<file path="config.mk">
export PLATFORM = sky130hd
export DESIGN_NAME = button_press_classifier_throttle_top_flat
export DESIGN_NICKNAME = d
export VERILOG_FILES = /design/src/design/bpct_pkg.sv /design/src/design/bpct_if.sv /design/src/design/bpct_classifier.sv /design/src/design/bpct_throttle.sv /design/src/design/button_press_classifier_throttle_top.sv /design/src/flat_wrapper.sv
export SDC_FILE = /design/constraint.sdc
export NUM_CORES = 1
export LEC_CHECK = 0
export BUFFER_PORTS_ARGS = -buffer_cell sky130_fd_sc_hd__buf_2
export CORE_MARGIN = 1
export CORE_UTILIZATION = 57
export CTS_CLUSTER_SIZE = 16
export DETAILED_ROUTE_END_ITERATION = 12
export PLACE_DENSITY = 0.8
export SLEW_MARGIN = 0
export SYNTH_ARGS = -nofsm -noshare
export SYNTH_HDL_FRONTEND = slang
export SYNTH_SLANG_ARGS = --single-unit
</file>
<file path="constraint.sdc">
create_clock -name clk -period 4 [get_ports clk]
set_clock_uncertainty 0.1 [all_clocks]
set_input_delay 0.4 -clock clk [delete_from_list [all_inputs] [get_ports clk]]
set_output_delay 0.4 -clock clk [all_outputs]
set_load 0.02 [all_outputs]
</file>
<file path="src/design/bpct_pkg.sv">
// Shared types and constants for the button press classifier with throttle control.
package bpct_pkg;

    // Field widths.
    localparam int CNT_W     = 8;
    localparam int LEVEL_W   = 8;
    localparam int CFG_IDX_W = 2;
    localparam int CFG_DAT_W = 8;

    // Configuration register indexes.
    localparam logic [CFG_IDX_W-1:0] REG_LONG_PRESS_TICKS = 2'd0;
    localparam logic [CFG_IDX_W-1:0] REG_DOUBLE_GAP_TICKS = 2'd1;
    localparam logic [CFG_IDX_W-1:0] REG_THROTTLE_LEVELS  = 2'd2;

    // Configuration reset values.
    localparam logic [CNT_W-1:0]   LONG_PRESS_TICKS_RST = 8'd100;
    localparam logic [CNT_W-1:0]   DOUBLE_GAP_TICKS_RST = 8'd25;
    localparam logic [LEVEL_W-1:0] THROTTLE_LEVELS_RST  = 8'd4;

    // Press classification codes.
    typedef enum logic [1:0] {
        EV_NONE   = 2'd0,
        EV_SHORT  = 2'd1,
        EV_LONG   = 2'd2,
        EV_DOUBLE = 2'd3
    } press_event_t;

    // Pulses produced by the throttle logic for one tick.
    typedef struct packed {
        logic start_motor;
        logic stop_motor;
        logic enter_sleep;
        logic low_battery_beep;
        logic clear_idle_timer;
    } action_t;

endpackage

</file>
<file path="src/design/bpct_if.sv">
// Channel interfaces: scan tick input, result output and configuration write.

interface bpct_tick_if;
    logic valid;
    logic ready;
    logic key_level;
    logic battery_low;

    modport source (output valid, output key_level, output battery_low, input ready);
    modport sink   (input valid, input key_level, input battery_low, output ready);
endinterface

interface bpct_result_if;
    logic                          valid;
    logic                          ready;
    logic [1:0]                    press_event;
    logic [bpct_pkg::LEVEL_W-1:0]  throttle_level;
    logic                          start_motor;
    logic                          stop_motor;
    logic                          enter_sleep;
    logic                          low_battery_beep;
    logic                          clear_idle_timer;

    modport source (
        output valid, output press_event, output throttle_level, output start_motor,
        output stop_motor, output enter_sleep, output low_battery_beep,
        output clear_idle_timer, input ready
    );
    modport sink (
        input valid, input press_event, input throttle_level, input start_motor,
        input stop_motor, input enter_sleep, input low_battery_beep,
        input clear_idle_timer, output ready
    );
endinterface

interface bpct_cfg_if;
    logic                           valid;
    logic                           ready;
    logic [bpct_pkg::CFG_IDX_W-1:0] index;
    logic [bpct_pkg::CFG_DAT_W-1:0] data;

    modport source (output valid, output index, output data, input ready);
    modport sink   (input valid, input index, input data, output ready);
endinterface

</file>
<file path="src/design/bpct_classifier.sv">
// Press classifier: four-stage machine with a tick counter sorting short, long and double presses.
module bpct_classifier
(
    input  logic                        clk,
    input  logic                        rst_n,
    input  logic                        advance,
    input  logic                        released,
    input  logic [bpct_pkg::CNT_W-1:0]  long_press_ticks,
    input  logic [bpct_pkg::CNT_W-1:0]  double_gap_ticks,
    output bpct_pkg::press_event_t      press_event
);

    typedef enum logic [1:0] {
        ST_IDLE,
        ST_HELD,
        ST_GAP,
        ST_WAIT_RELEASE
    } stage_t;

    stage_t                       stage_reg;
    stage_t                       stage_next;
    logic [bpct_pkg::CNT_W-1:0]   count_reg;
    logic [bpct_pkg::CNT_W-1:0]   count_next;
    logic [bpct_pkg::CNT_W-1:0]   count_inc;

    assign count_inc = count_reg + 1'b1;

    // Next stage, counter and event for the tick held in the input register.
    always_comb
    begin
        stage_next  = stage_reg;
        count_next  = count_reg;
        press_event = bpct_pkg::EV_NONE;
        unique case (stage_reg)
            ST_IDLE:
            begin
                if (!released)
                begin
                    stage_next = ST_HELD;
                end
            end
            ST_HELD:
            begin
                if (!released)
                begin
                    count_next = count_inc;
                    if (count_inc == long_press_ticks)
                    begin
                        press_event = bpct_pkg::EV_LONG;
                        stage_next  = ST_WAIT_RELEASE;
                    end
                end
                else
                begin
                    stage_next = ST_GAP;
                    count_next = '0;
                end
            end
            ST_GAP:
            begin
                if (released)
                begin
                    count_next = count_inc;
                    if (count_inc == double_gap_ticks)
                    begin
                        press_event = bpct_pkg::EV_SHORT;
                        stage_next  = ST_WAIT_RELEASE;
                    end
                end
                else
                begin
                    press_event = bpct_pkg::EV_DOUBLE;
                    stage_next  = ST_WAIT_RELEASE;
                end
            end
            ST_WAIT_RELEASE:
            begin
                if (released)
                begin
                    stage_next = ST_IDLE;
                    count_next = '0;
                end
            end
        endcase
    end

    // State advances only when a tick moves into the result register.
    always_ff @(posedge clk or negedge rst_n)
    begin
        if (!rst_n)
        begin
            stage_reg <= ST_IDLE;
            count_reg <= '0;
        end
        else if (advance)
        begin
            stage_reg <= stage_next;
            count_reg <= count_next;
        end
    end

    // The event codes fire only from the stages that can produce them.
    a_long_from_held: assert property (@(posedge clk) disable iff (!rst_n)
        (press_event == bpct_pkg::EV_LONG) |-> (stage_reg == ST_HELD && !released))
        else $error("long press outside the held stage");
    a_event_waits: assert property (@(posedge clk) disable iff (!rst_n)
        (advance && press_event != bpct_pkg::EV_NONE) |=> (stage_reg == ST_WAIT_RELEASE))
        else $error("event not followed by wait for release");
    a_idle_count_zero: assert property (@(posedge clk) disable iff (!rst_n)
        (stage_reg == ST_IDLE) |-> (count_reg == '0))
        else $error("tick counter not cleared in idle");

endmodule

</file>
<file path="src/design/bpct_throttle.sv">
// Throttle step counter and event actions: beep, motor start and stop, sleep request, idle clear.
module bpct_throttle
(
    input  logic                          clk,
    input  logic                          rst_n,
    input  logic                          advance,
    input  bpct_pkg::press_event_t        press_event,
    input  logic                          battery_low,
    input  logic [bpct_pkg::LEVEL_W-1:0]  throttle_levels,
    output logic [bpct_pkg::LEVEL_W-1:0]  throttle_level,
    output bpct_pkg::action_t             action
);

    logic [bpct_pkg::LEVEL_W-1:0] step_reg;
    logic [bpct_pkg::LEVEL_W-1:0] step_next;
    logic [bpct_pkg::LEVEL_W-1:0] step_inc;

    assign step_inc = step_reg + 1'b1;

    // Act on the classified event of this tick.
    always_comb
    begin
        step_next = step_reg;
        action    = '0;
        action.clear_idle_timer = (press_event != bpct_pkg::EV_NONE);
        case (press_event)
            bpct_pkg::EV_SHORT:
            begin
                if (battery_low)
                begin
                    action.low_battery_beep = 1'b1;
                end
                else
                begin
                    step_next          = step_inc;
                    action.start_motor = (step_inc == 8'd1);
                    if (step_inc == throttle_levels)
                    begin
                        step_next         = '0;
                        action.stop_motor = 1'b1;
                    end
                end
            end
            bpct_pkg::EV_LONG:
            begin
                action.stop_motor  = 1'b1;
                action.enter_sleep = 1'b1;
            end
            bpct_pkg::EV_DOUBLE:
            begin
                action.stop_motor = 1'b1;
            end
            default:
            begin
                step_next = step_reg;
            end
        endcase
    end

    assign throttle_level = step_next;

    always_ff @(posedge clk or negedge rst_n)
    begin
        if (!rst_n)
        begin
            step_reg <= '0;
        end
        else if (advance)
        begin
            step_reg <= step_next;
        end
    end

endmodule

</file>
<file path="src/design/button_press_classifier_throttle_top.sv">
// Top level of the button press classifier with throttle control.
//
// Usage: every transaction on the tick channel is one scan tick carrying the sampled
// button level (0 pressed) and the battery-low flag. Every tick yields exactly one
// transaction on the result channel: the classified press event, the throttle level
// after the tick and one-tick action pulses (motor start/stop, sleep, beep, idle clear).
// Configuration registers (long press ticks, double press gap, throttle levels) are
// written over the cfg channel, which is always ready; write them only while no tick
// is in flight. Index 3 is accepted and ignored.
// An accepted tick waits in the input register and moves into the result register
// once that register is empty or being taken, and is then offered on the result
// channel. Throughput: one tick per cycle while the receiver takes every result;
// the classify and throttle logic between the two registers is combinational.
// Reset clears the press machine, tick counter, throttle step and the valid flags of
// both pipeline registers, and restores the register defaults 100, 25 and 4. When the
// receiver stalls, the result holds and one more tick is taken into the input
// register; the tick channel then deasserts ready until the result moves.
module button_press_classifier_throttle_top
(
    input  logic        clk,
    input  logic        rst_n,
    bpct_tick_if.sink   tick,
    bpct_cfg_if.sink    cfg,
    bpct_result_if.source result
);

    // Configuration registers.
    logic [bpct_pkg::CNT_W-1:0]   long_ticks_reg;
    logic [bpct_pkg::CNT_W-1:0]   gap_ticks_reg;
    logic [bpct_pkg::LEVEL_W-1:0] levels_reg;

    assign cfg.ready = 1'b1;

    always_ff @(posedge clk or negedge rst_n)
    begin
        if (!rst_n)
        begin
            long_ticks_reg <= bpct_pkg::LONG_PRESS_TICKS_RST;
            gap_ticks_reg  <= bpct_pkg::DOUBLE_GAP_TICKS_RST;
            levels_reg     <= bpct_pkg::THROTTLE_LEVELS_RST;
        end
        else if (cfg.valid)
        begin
            unique case (cfg.index)
                bpct_pkg::REG_LONG_PRESS_TICKS: long_ticks_reg <= cfg.data;
                bpct_pkg::REG_DOUBLE_GAP_TICKS: gap_ticks_reg  <= cfg.data;
                bpct_pkg::REG_THROTTLE_LEVELS:  levels_reg     <= cfg.data;
                default:                        levels_reg     <= levels_reg;
            endcase
        end
    end

    // Input register and handshake control.
    logic in_valid_reg;
    logic key_reg;
    logic bat_reg;
    logic out_valid_reg;
    logic advance;

    assign advance    = in_valid_reg && (!out_valid_reg || result.ready);
    assign tick.ready = !in_valid_reg || advance;

    always_ff @(posedge clk or negedge rst_n)
    begin
        if (!rst_n)
        begin
            in_valid_reg <= 1'b0;
        end
        else if (tick.ready)
        begin
            in_valid_reg <= tick.valid;
        end
    end

    always_ff @(posedge clk)
    begin
        if (tick.valid && tick.ready)
        begin
            key_reg <= tick.key_level;
            bat_reg <= tick.battery_low;
        end
    end

    // Classification and throttle logic.
    bpct_pkg::press_event_t       ev;
    bpct_pkg::action_t            act;
    logic [bpct_pkg::LEVEL_W-1:0] level;

    bpct_classifier u_classifier
    (
        .clk              (clk),
        .rst_n            (rst_n),
        .advance          (advance),
        .released         (key_reg),
        .long_press_ticks (long_ticks_reg),
        .double_gap_ticks (gap_ticks_reg),
        .press_event      (ev)
    );

    bpct_throttle u_throttle
    (
        .clk             (clk),
        .rst_n           (rst_n),
        .advance         (advance),
        .press_event     (ev),
        .battery_low     (bat_reg),
        .throttle_levels (levels_reg),
        .throttle_level  (level),
        .action          (act)
    );

    // Result register.
    bpct_pkg::press_event_t       ev_reg;
    bpct_pkg::action_t            act_reg;
    logic [bpct_pkg::LEVEL_W-1:0] level_reg;

    always_ff @(posedge clk or negedge rst_n)
    begin
        if (!rst_n)
        begin
            out_valid_reg <= 1'b0;
        end
        else if (advance)
        begin
            out_valid_reg <= 1'b1;
        end
        else if (result.ready)
        begin
            out_valid_reg <= 1'b0;
        end
    end

    always_ff @(posedge clk)
    begin
        if (advance)
        begin
            ev_reg    <= ev;
            act_reg   <= act;
            level_reg <= level;
        end
    end

    assign result.valid            = out_valid_reg;
    assign result.press_event      = ev_reg;
    assign result.throttle_level   = level_reg;
    assign result.start_motor      = act_reg.start_motor;
    assign result.stop_motor       = act_reg.stop_motor;
    assign result.enter_sleep      = act_reg.enter_sleep;
    assign result.low_battery_beep = act_reg.low_battery_beep;
    assign result.clear_idle_timer = act_reg.clear_idle_timer;

    // Consistency between the event code and its action pulses.
    a_idle_matches_event: assert property (@(posedge clk) disable iff (!rst_n)
        result.valid |-> (result.clear_idle_timer ==
                          (result.press_event != bpct_pkg::EV_NONE)))
        else $error("idle timer clear does not match event");
    a_sleep_is_long: assert property (@(posedge clk) disable iff (!rst_n)
        (result.valid && result.enter_sleep) |->
            (result.stop_motor && result.press_event == bpct_pkg::EV_LONG))
        else $error("sleep request without a long press");
    a_start_is_short: assert property (@(posedge clk) disable iff (!rst_n)
        (result.valid && (result.start_motor || result.low_battery_beep)) |->
            (result.press_event == bpct_pkg::EV_SHORT))
        else $error("start or beep without a short press");
    a_advance_fills: assert property (@(posedge clk) disable iff (!rst_n)
        advance |=> out_valid_reg)
        else $error("advanced tick did not reach the result register");

endmodule
</file>
<file path="src/flat_wrapper.sv">
// flat-port wrapper written by rule: the top's interface ports become plain ports
module button_press_classifier_throttle_top_flat 
  (clk, rst_n, tick_valid, tick_key_level, tick_battery_low, tick_ready, cfg_valid, cfg_index, cfg_data, cfg_ready, result_valid, result_press_event, result_throttle_level, result_start_motor, result_stop_motor, result_enter_sleep, result_low_battery_beep, result_clear_idle_timer, result_ready);
  bpct_tick_if tick_i ();
  bpct_cfg_if cfg_i ();
  bpct_result_if result_i ();
  input  logic clk;
  input  logic rst_n;
  input wire logic [$bits(tick_i.valid)-1:0] tick_valid;
  input wire logic [$bits(tick_i.key_level)-1:0] tick_key_level;
  input wire logic [$bits(tick_i.battery_low)-1:0] tick_battery_low;
  output wire logic [$bits(tick_i.ready)-1:0] tick_ready;
  input wire logic [$bits(cfg_i.valid)-1:0] cfg_valid;
  input wire logic [$bits(cfg_i.index)-1:0] cfg_index;
  input wire logic [$bits(cfg_i.data)-1:0] cfg_data;
  output wire logic [$bits(cfg_i.ready)-1:0] cfg_ready;
  output wire logic [$bits(result_i.valid)-1:0] result_valid;
  output wire logic [$bits(result_i.press_event)-1:0] result_press_event;
  output wire logic [$bits(result_i.throttle_level)-1:0] result_throttle_level;
  output wire logic [$bits(result_i.start_motor)-1:0] result_start_motor;
  output wire logic [$bits(result_i.stop_motor)-1:0] result_stop_motor;
  output wire logic [$bits(result_i.enter_sleep)-1:0] result_enter_sleep;
  output wire logic [$bits(result_i.low_battery_beep)-1:0] result_low_battery_beep;
  output wire logic [$bits(result_i.clear_idle_timer)-1:0] result_clear_idle_timer;
  input wire logic [$bits(result_i.ready)-1:0] result_ready;
  assign tick_i.valid = tick_valid;
  assign tick_i.key_level = tick_key_level;
  assign tick_i.battery_low = tick_battery_low;
  assign tick_ready = tick_i.ready;
  assign cfg_i.valid = cfg_valid;
  assign cfg_i.index = cfg_index;
  assign cfg_i.data = cfg_data;
  assign cfg_ready = cfg_i.ready;
  assign result_valid = result_i.valid;
  assign result_press_event = result_i.press_event;
  assign result_throttle_level = result_i.throttle_level;
  assign result_start_motor = result_i.start_motor;
  assign result_stop_motor = result_i.stop_motor;
  assign result_enter_sleep = result_i.enter_sleep;
  assign result_low_battery_beep = result_i.low_battery_beep;
  assign result_clear_idle_timer = result_i.clear_idle_timer;
  assign result_i.ready = result_ready;
  button_press_classifier_throttle_top u_core (.clk(clk), .rst_n(rst_n), .tick(tick_i), .cfg(cfg_i), .result(result_i));
endmodule
</file>
# After elaboration in Yosys (flattened, before gate mapping)
# Cells that the tools add are included.
op_classes:
  n_mux: 26
  eq_ne: 17
  reduce_logical: 18
  n_addsub: 2
  bitwise_logic: 1
op_table:
  columns: ["op", "n"]
  rows:
  - ["$mux 8", 6]
  - ["$eq 8x8->1", 3]
  - ["$pmux 8 s3", 1]
  - ["$mux 2", 9]
  - ["$add 8x1->8 const B", 2]
  - ["$eq 2x2->1 const B", 5]
  - ["$eq 8x1->1 const B", 1]
  - ["$pmux 2 s4", 1]
  - ["$mux 1", 7]
  - ["$eq 2x1->1 const B", 3]
  - ["$reduce_and 2->1", 3]
  - ["$reduce_and 5->1", 1]
  - ["$logic_not 2->1", 2]
  - ["$ne 2x1->1 const B", 2]
  - ["$pmux 2 s2", 1]
  - ["$reduce_and 4->1", 1]
  - ["$reduce_bool 2->1", 2]
  - ["$reduce_or 2->1", 2]
  - ["$ne 3x2->1 const B", 1]
  - ["$ne 3x3->1 const B", 1]
  - ["$reduce_bool 3->1", 1]
  - ["$logic_and 1x1->1", 2]
  - ["$logic_not 1->1", 2]
  - ["$logic_or 1x1->1", 2]
  - ["other kinds (3)", 3]
totals:
  register_bits: 61
  wordCells: 81
  out_inout_bits: 18
  input_bits: 17

# Depth between registers and ports, before layout
depth:
  depth_word: 8
  mapped_depth: 11
  ltp_nobuf: 9

# Hierarchy
# A second synthesis with hierarchy kept.
unflattened:
  cells_unflattened: 318
  hier_area_um2: 3593.4
modules_own_cells:
  columns: ["mod", "seq_area_each_um2", "n_inst", "cells_each", "area_per_inst_um2"]
  rows:
  - ["button_press_classifier_throttle_top", 1169.9, 1, 78, 1531.5]
  - ["bpct_classifier", 250.2, 1, 116, 1104.8]
  - ["bpct_throttle", 200.2, 1, 124, 957.2]

# Worst setup path after synthesis
# No wires, ideal clock.
synth_timing:
  path_kind: "flip-flop to flip-flop"
  start: "reg u_core.u_classifier.count_reg[0] in the netlist's numbering"
  end: "reg u_core.level_reg (netlist bit u_core.result.throttle_level[4]) (data pin)"
  path_slack_ns: 1.009
  arrival_ns: 2.623
  path_buffers: 3
  setup_time_ns: 0.268
  t_required_ns: 3.632
  synth_period_minus_slack_ns: 2.991
  stages_incl_launch_ff: 11
  path_cell_list: "dfrtp_1 buf_6 and2_4 and4_4 mux2_4 or4_4 or4_4 buf_6 buf_6 o21ai_0 o31ai_1"
synth_between:
  elab_chain_len: 7
  elab_cells_between_ends: 10
  classes_between: "add/sub (1); eq/ne (3); mux (6)"
synth_lines:
  columns: ["element", "line_no", "source"]
  rows:
  - ["start, declared", "bpct_classifier.sv:22", "logic [bpct_pkg::CNT_W-1:0] count_reg;"]
  - ["start signal, assigned", "bpct_classifier.sv:98", "count_reg <= count_next;"]
  - ["$add 8x1->8 *", "bpct_classifier.sv:26", "assign count_inc = count_reg + 1'b1;"]
  - ["$eq 8x8->1, on equally long branches", "bpct_classifier.sv:64, bpct_classifier.sv:47", null]
  - ["$mux 1 or $mux 2 (tied branches)", "bpct_classifier.sv:64, bpct_classifier.sv:47", null]
  - ["$mux 2, on equally long branches", "bpct_classifier.sv:61, bpct_classifier.sv:44", null]
  - ["$pmux 2 s2 *", "bpct_classifier.sv:34", "unique case (stage_reg)"]
  - ["$eq 2x1->1 *", "bpct_throttle.sv:26", "case (press_event)"]
  - ["$mux 8 *", "bpct_throttle.sv:26", null]
  - ["net u_core.level (one bit)", "button_press_classifier_throttle_top.sv:87", "logic [bpct_pkg::LEVEL_W-1:0] level;"]
  - ["end signal, assigned", "button_press_classifier_throttle_top.sv:139", "level_reg <= level;"]
  - ["end, declared", "button_press_classifier_throttle_top.sv:115", "logic [bpct_pkg::LEVEL_W-1:0] level_reg;"]
# Mark *: on every way through the listed nets, which the timed path passes. The rest lies on a longest branch.
# A chain may end at the register's enable or synchronous reset.

# Worst setup path after layout
# Ends and elaborated chain as after synthesis.

==> qor.csv <==
stage,metric,value,unit
run_status,status,"complete, no violations",
timing,tightest_slew,0.966,ns
detailed_routing,via_per_inst,5.92,
timing,period_share,78.8,%
floorplanning,die_w,80.4,um
floorplanning,core,5920,sq um
timing,drv_slew,0,
yosys,syn_area,3510,sq um
timing,fin_setup_tns,0,ns
timing,finalSetupViolCount,0,
finish,drive_gt1_share,25.6,%
setup_path,cp.required,4.07,ns
finish,area.growth.synth_to_final,9.60,%
global_routing,grtUsageTotal,24.8,%
clocking,root_buffer,clkbuf_8,
finish,final_nets,378,
floorplanning,die-area,6470,sq um
floorplanning,io_pins,35,
clocking,clock_sinks,61,
pwr,ir_drop,0.295,mV
detailed_routing,avgRoutedWirePerCell,16.0,um
floorplanning,fp.dieH,80.4,um
setup_path,crit_family,simple AND/OR/NAND/NOR gates,
setup_path,crit_buf_inv,0,
placement,gp_congestion,0.918,
yosys,avgSynthCellArea,10.8,sq um
yosys,synth_commonest_cells,"dfrtp_1, mux2_2, o21ai_0",
global_routing,grt_pass1_vias,2455,
clocking,cts_tree,done,
timing,min_period,3.15,ns
detailed_routing,wirelength,6930,um
detailed_routing,drc,0,
clocking,cts_buffer_depth,2,
pwr,power_density,484,nW/um^2
clocking,insertion_delay,0.35,ns
clocking,cts_buffers,9,
setup_path,critical_path_arrival,3.22,ns
clocking,clk_pin_slew_worst_paths,0.07,ns
yosys,yosysTopAreaCell,dfrtp_1,
yosys,synth_warnings,0,
clocking,htree_levels,3,
placement,dpl.hpwl,5040,um
job,maxCapViolations,0,
placement,numPortBuffers,33,
global_routing,grt_max_degree,45,
yosys,synthFlopType,dfrtp_1,
yosys,synth_top_area_share,26.4,%
global_routing,grt_first_pass_wirelength,11900,um
setup_path,start_kind,register,
pwr,leakage,1.60,nW
floorplanning,num_rows,28,
global_routing,antenna_found_initial,0,
clocking,post_cts_resized,0,
setup_path,crit_fanout,14,
yosys,ys_seq_area_share,46.2,%
yosys,synth_cell_types,59,
yosys,synth_async_sr_flop_share,72.1,%
min_path,hp-class,in -> async,
setup_path,path_class,reg -> reg,
timing,hold_violations,0,
setup_path,slowest_delay,0.59,ns
detailed_routing,drtIter0Drc,254,
yosys,synth_area_leaders,"dfrtp_1, edfxtp_1, mux2_2",
detailed_routing,drtPass1Iterations,4,
timing,fmax,317,MHz
setup_path,path_cells,ha_1 -> nand2_1 -> nor2_1 -> o21bai_1 -> or4_4 -> or4_4 -> nand2b_4 -> o31ai_1,
timing,grt_setup_unrepaired,no,
setup_path,crit_top_cell,or4_4,
floorplanning,floorplan.initialDensity,59.2,%
clocking,hold_buffers,0,
detailed_routing,via_count,2568,
global_routing,grt_overflow,0,
setup_path,end_kind,register,
clocking,post_cts_buffers,0,
detailed_routing,antenna_left,0,
yosys,yosysMostFrequentCell,dfrtp_1,
yosys,syn_nets,348,
timing,slew_headroom,35.6,%
yosys,synth_seq_cells,61,
yosys,synth_edf_count,17,
pwr,p_total,1.86,mW
yosys,synthCells,324,
finish,n_antenna_cell,0,
setup_path,slowest_stage,or4_4,
## area by class of cell
cell class / count / area (sq um)
repair buffers: 36 / 188
clock inverters: 4 / 46.3
well taps: 75 / 93.8
flip-flops and latches: 61 / 1620
fillers: 464 / 2080
multi-input cells: 233 / 1700
clock buffers: 12 / 145
inverters: 13 / 48.8
## stage by stage
step           hold slack, ns  setup slack [ns]  cell area [sq um]  util [%]  cells
5_1_grt                 0.113             0.671               3840      64.9    434
6_report                0.113             0.847               3840      64.9    434
2_1_floorplan         0.00441              1.01               3510         -    324
3_5_place_dp            0.405             0.891               3650      61.7    418
3_3_place_gp            0.379             0.947               3650      61.7    418
4_1_cts                 0.112             0.871               3840      64.9    434
## routing by layer
layer	global-route usage (%)	routed length, um	vias to the layer above
met5	0	0	-
met3	6.48	389	13
met1	33.9	3090	1238
met4	9.11	127	0
li1	-	-	1227
met2	38.0	3330	90
## cell families after synthesis
logic type,after synthesis,synth area share [%]
buf+inv,30,5.28
mux,29,9.42
xor+xnor,35,9.53
fa+ha+maj,7,2.50
simple gates,96,14.7
other cells,1,0.107
flops,61,46.2
compound gates,65,12.2
## power breakdown
part           total, mW  leakage, nW  internal [mW]  switching [mW]
sequential         0.831        0.685          0.743          0.0884
combinational      0.481        0.818          0.221           0.260
clock              0.547        0.101          0.303           0.244
total               1.86         1.60           1.27           0.592
## cell usage in the layout, fill, tap and decap left out, drive strengths merged, types with 3 or more instances in the layout
master	netlist	layout
mux2	29	29
nand2b	8	8
nand2	22	22
inv	13	14
o31ai	11	11
dfrtp	37	37
nand3b	5	5
edfxtp	17	17
and2	3	3
ha	7	7
xnor2	21	21
dfstp	7	7
nor4	3	3
nand3	13	13
nor3	6	6
buf	10	36
a21oi	3	3
nor2	19	19
a31oi	4	4
xor2	12	12
o21ai	26	26
clkbuf	7	12
nor2b	3	3
## path summary, 6_finish.rpt
path	start	endpoint	slack (ns)	cells past startpoint
hold / removal	rst_n	u_core.levels_reg[4]	0.11	1
hold reg to reg	u_core.in_valid_reg	u_core.result.valid	0.43	1
setup / recovery	u_core.u_classifier.count_reg[0]	u_core.result.throttle_level[4]	0.85	8
setup reg to reg	u_core.u_classifier.count_reg[0]	u_core.result.throttle_level[4]	0.85	8
max in group asynchronous	rst_n	u_core.result.valid	3.09	1
min in group clk	tick_key_level	u_core.key_reg	0.13	1
(Power assumes the default switching activity.)
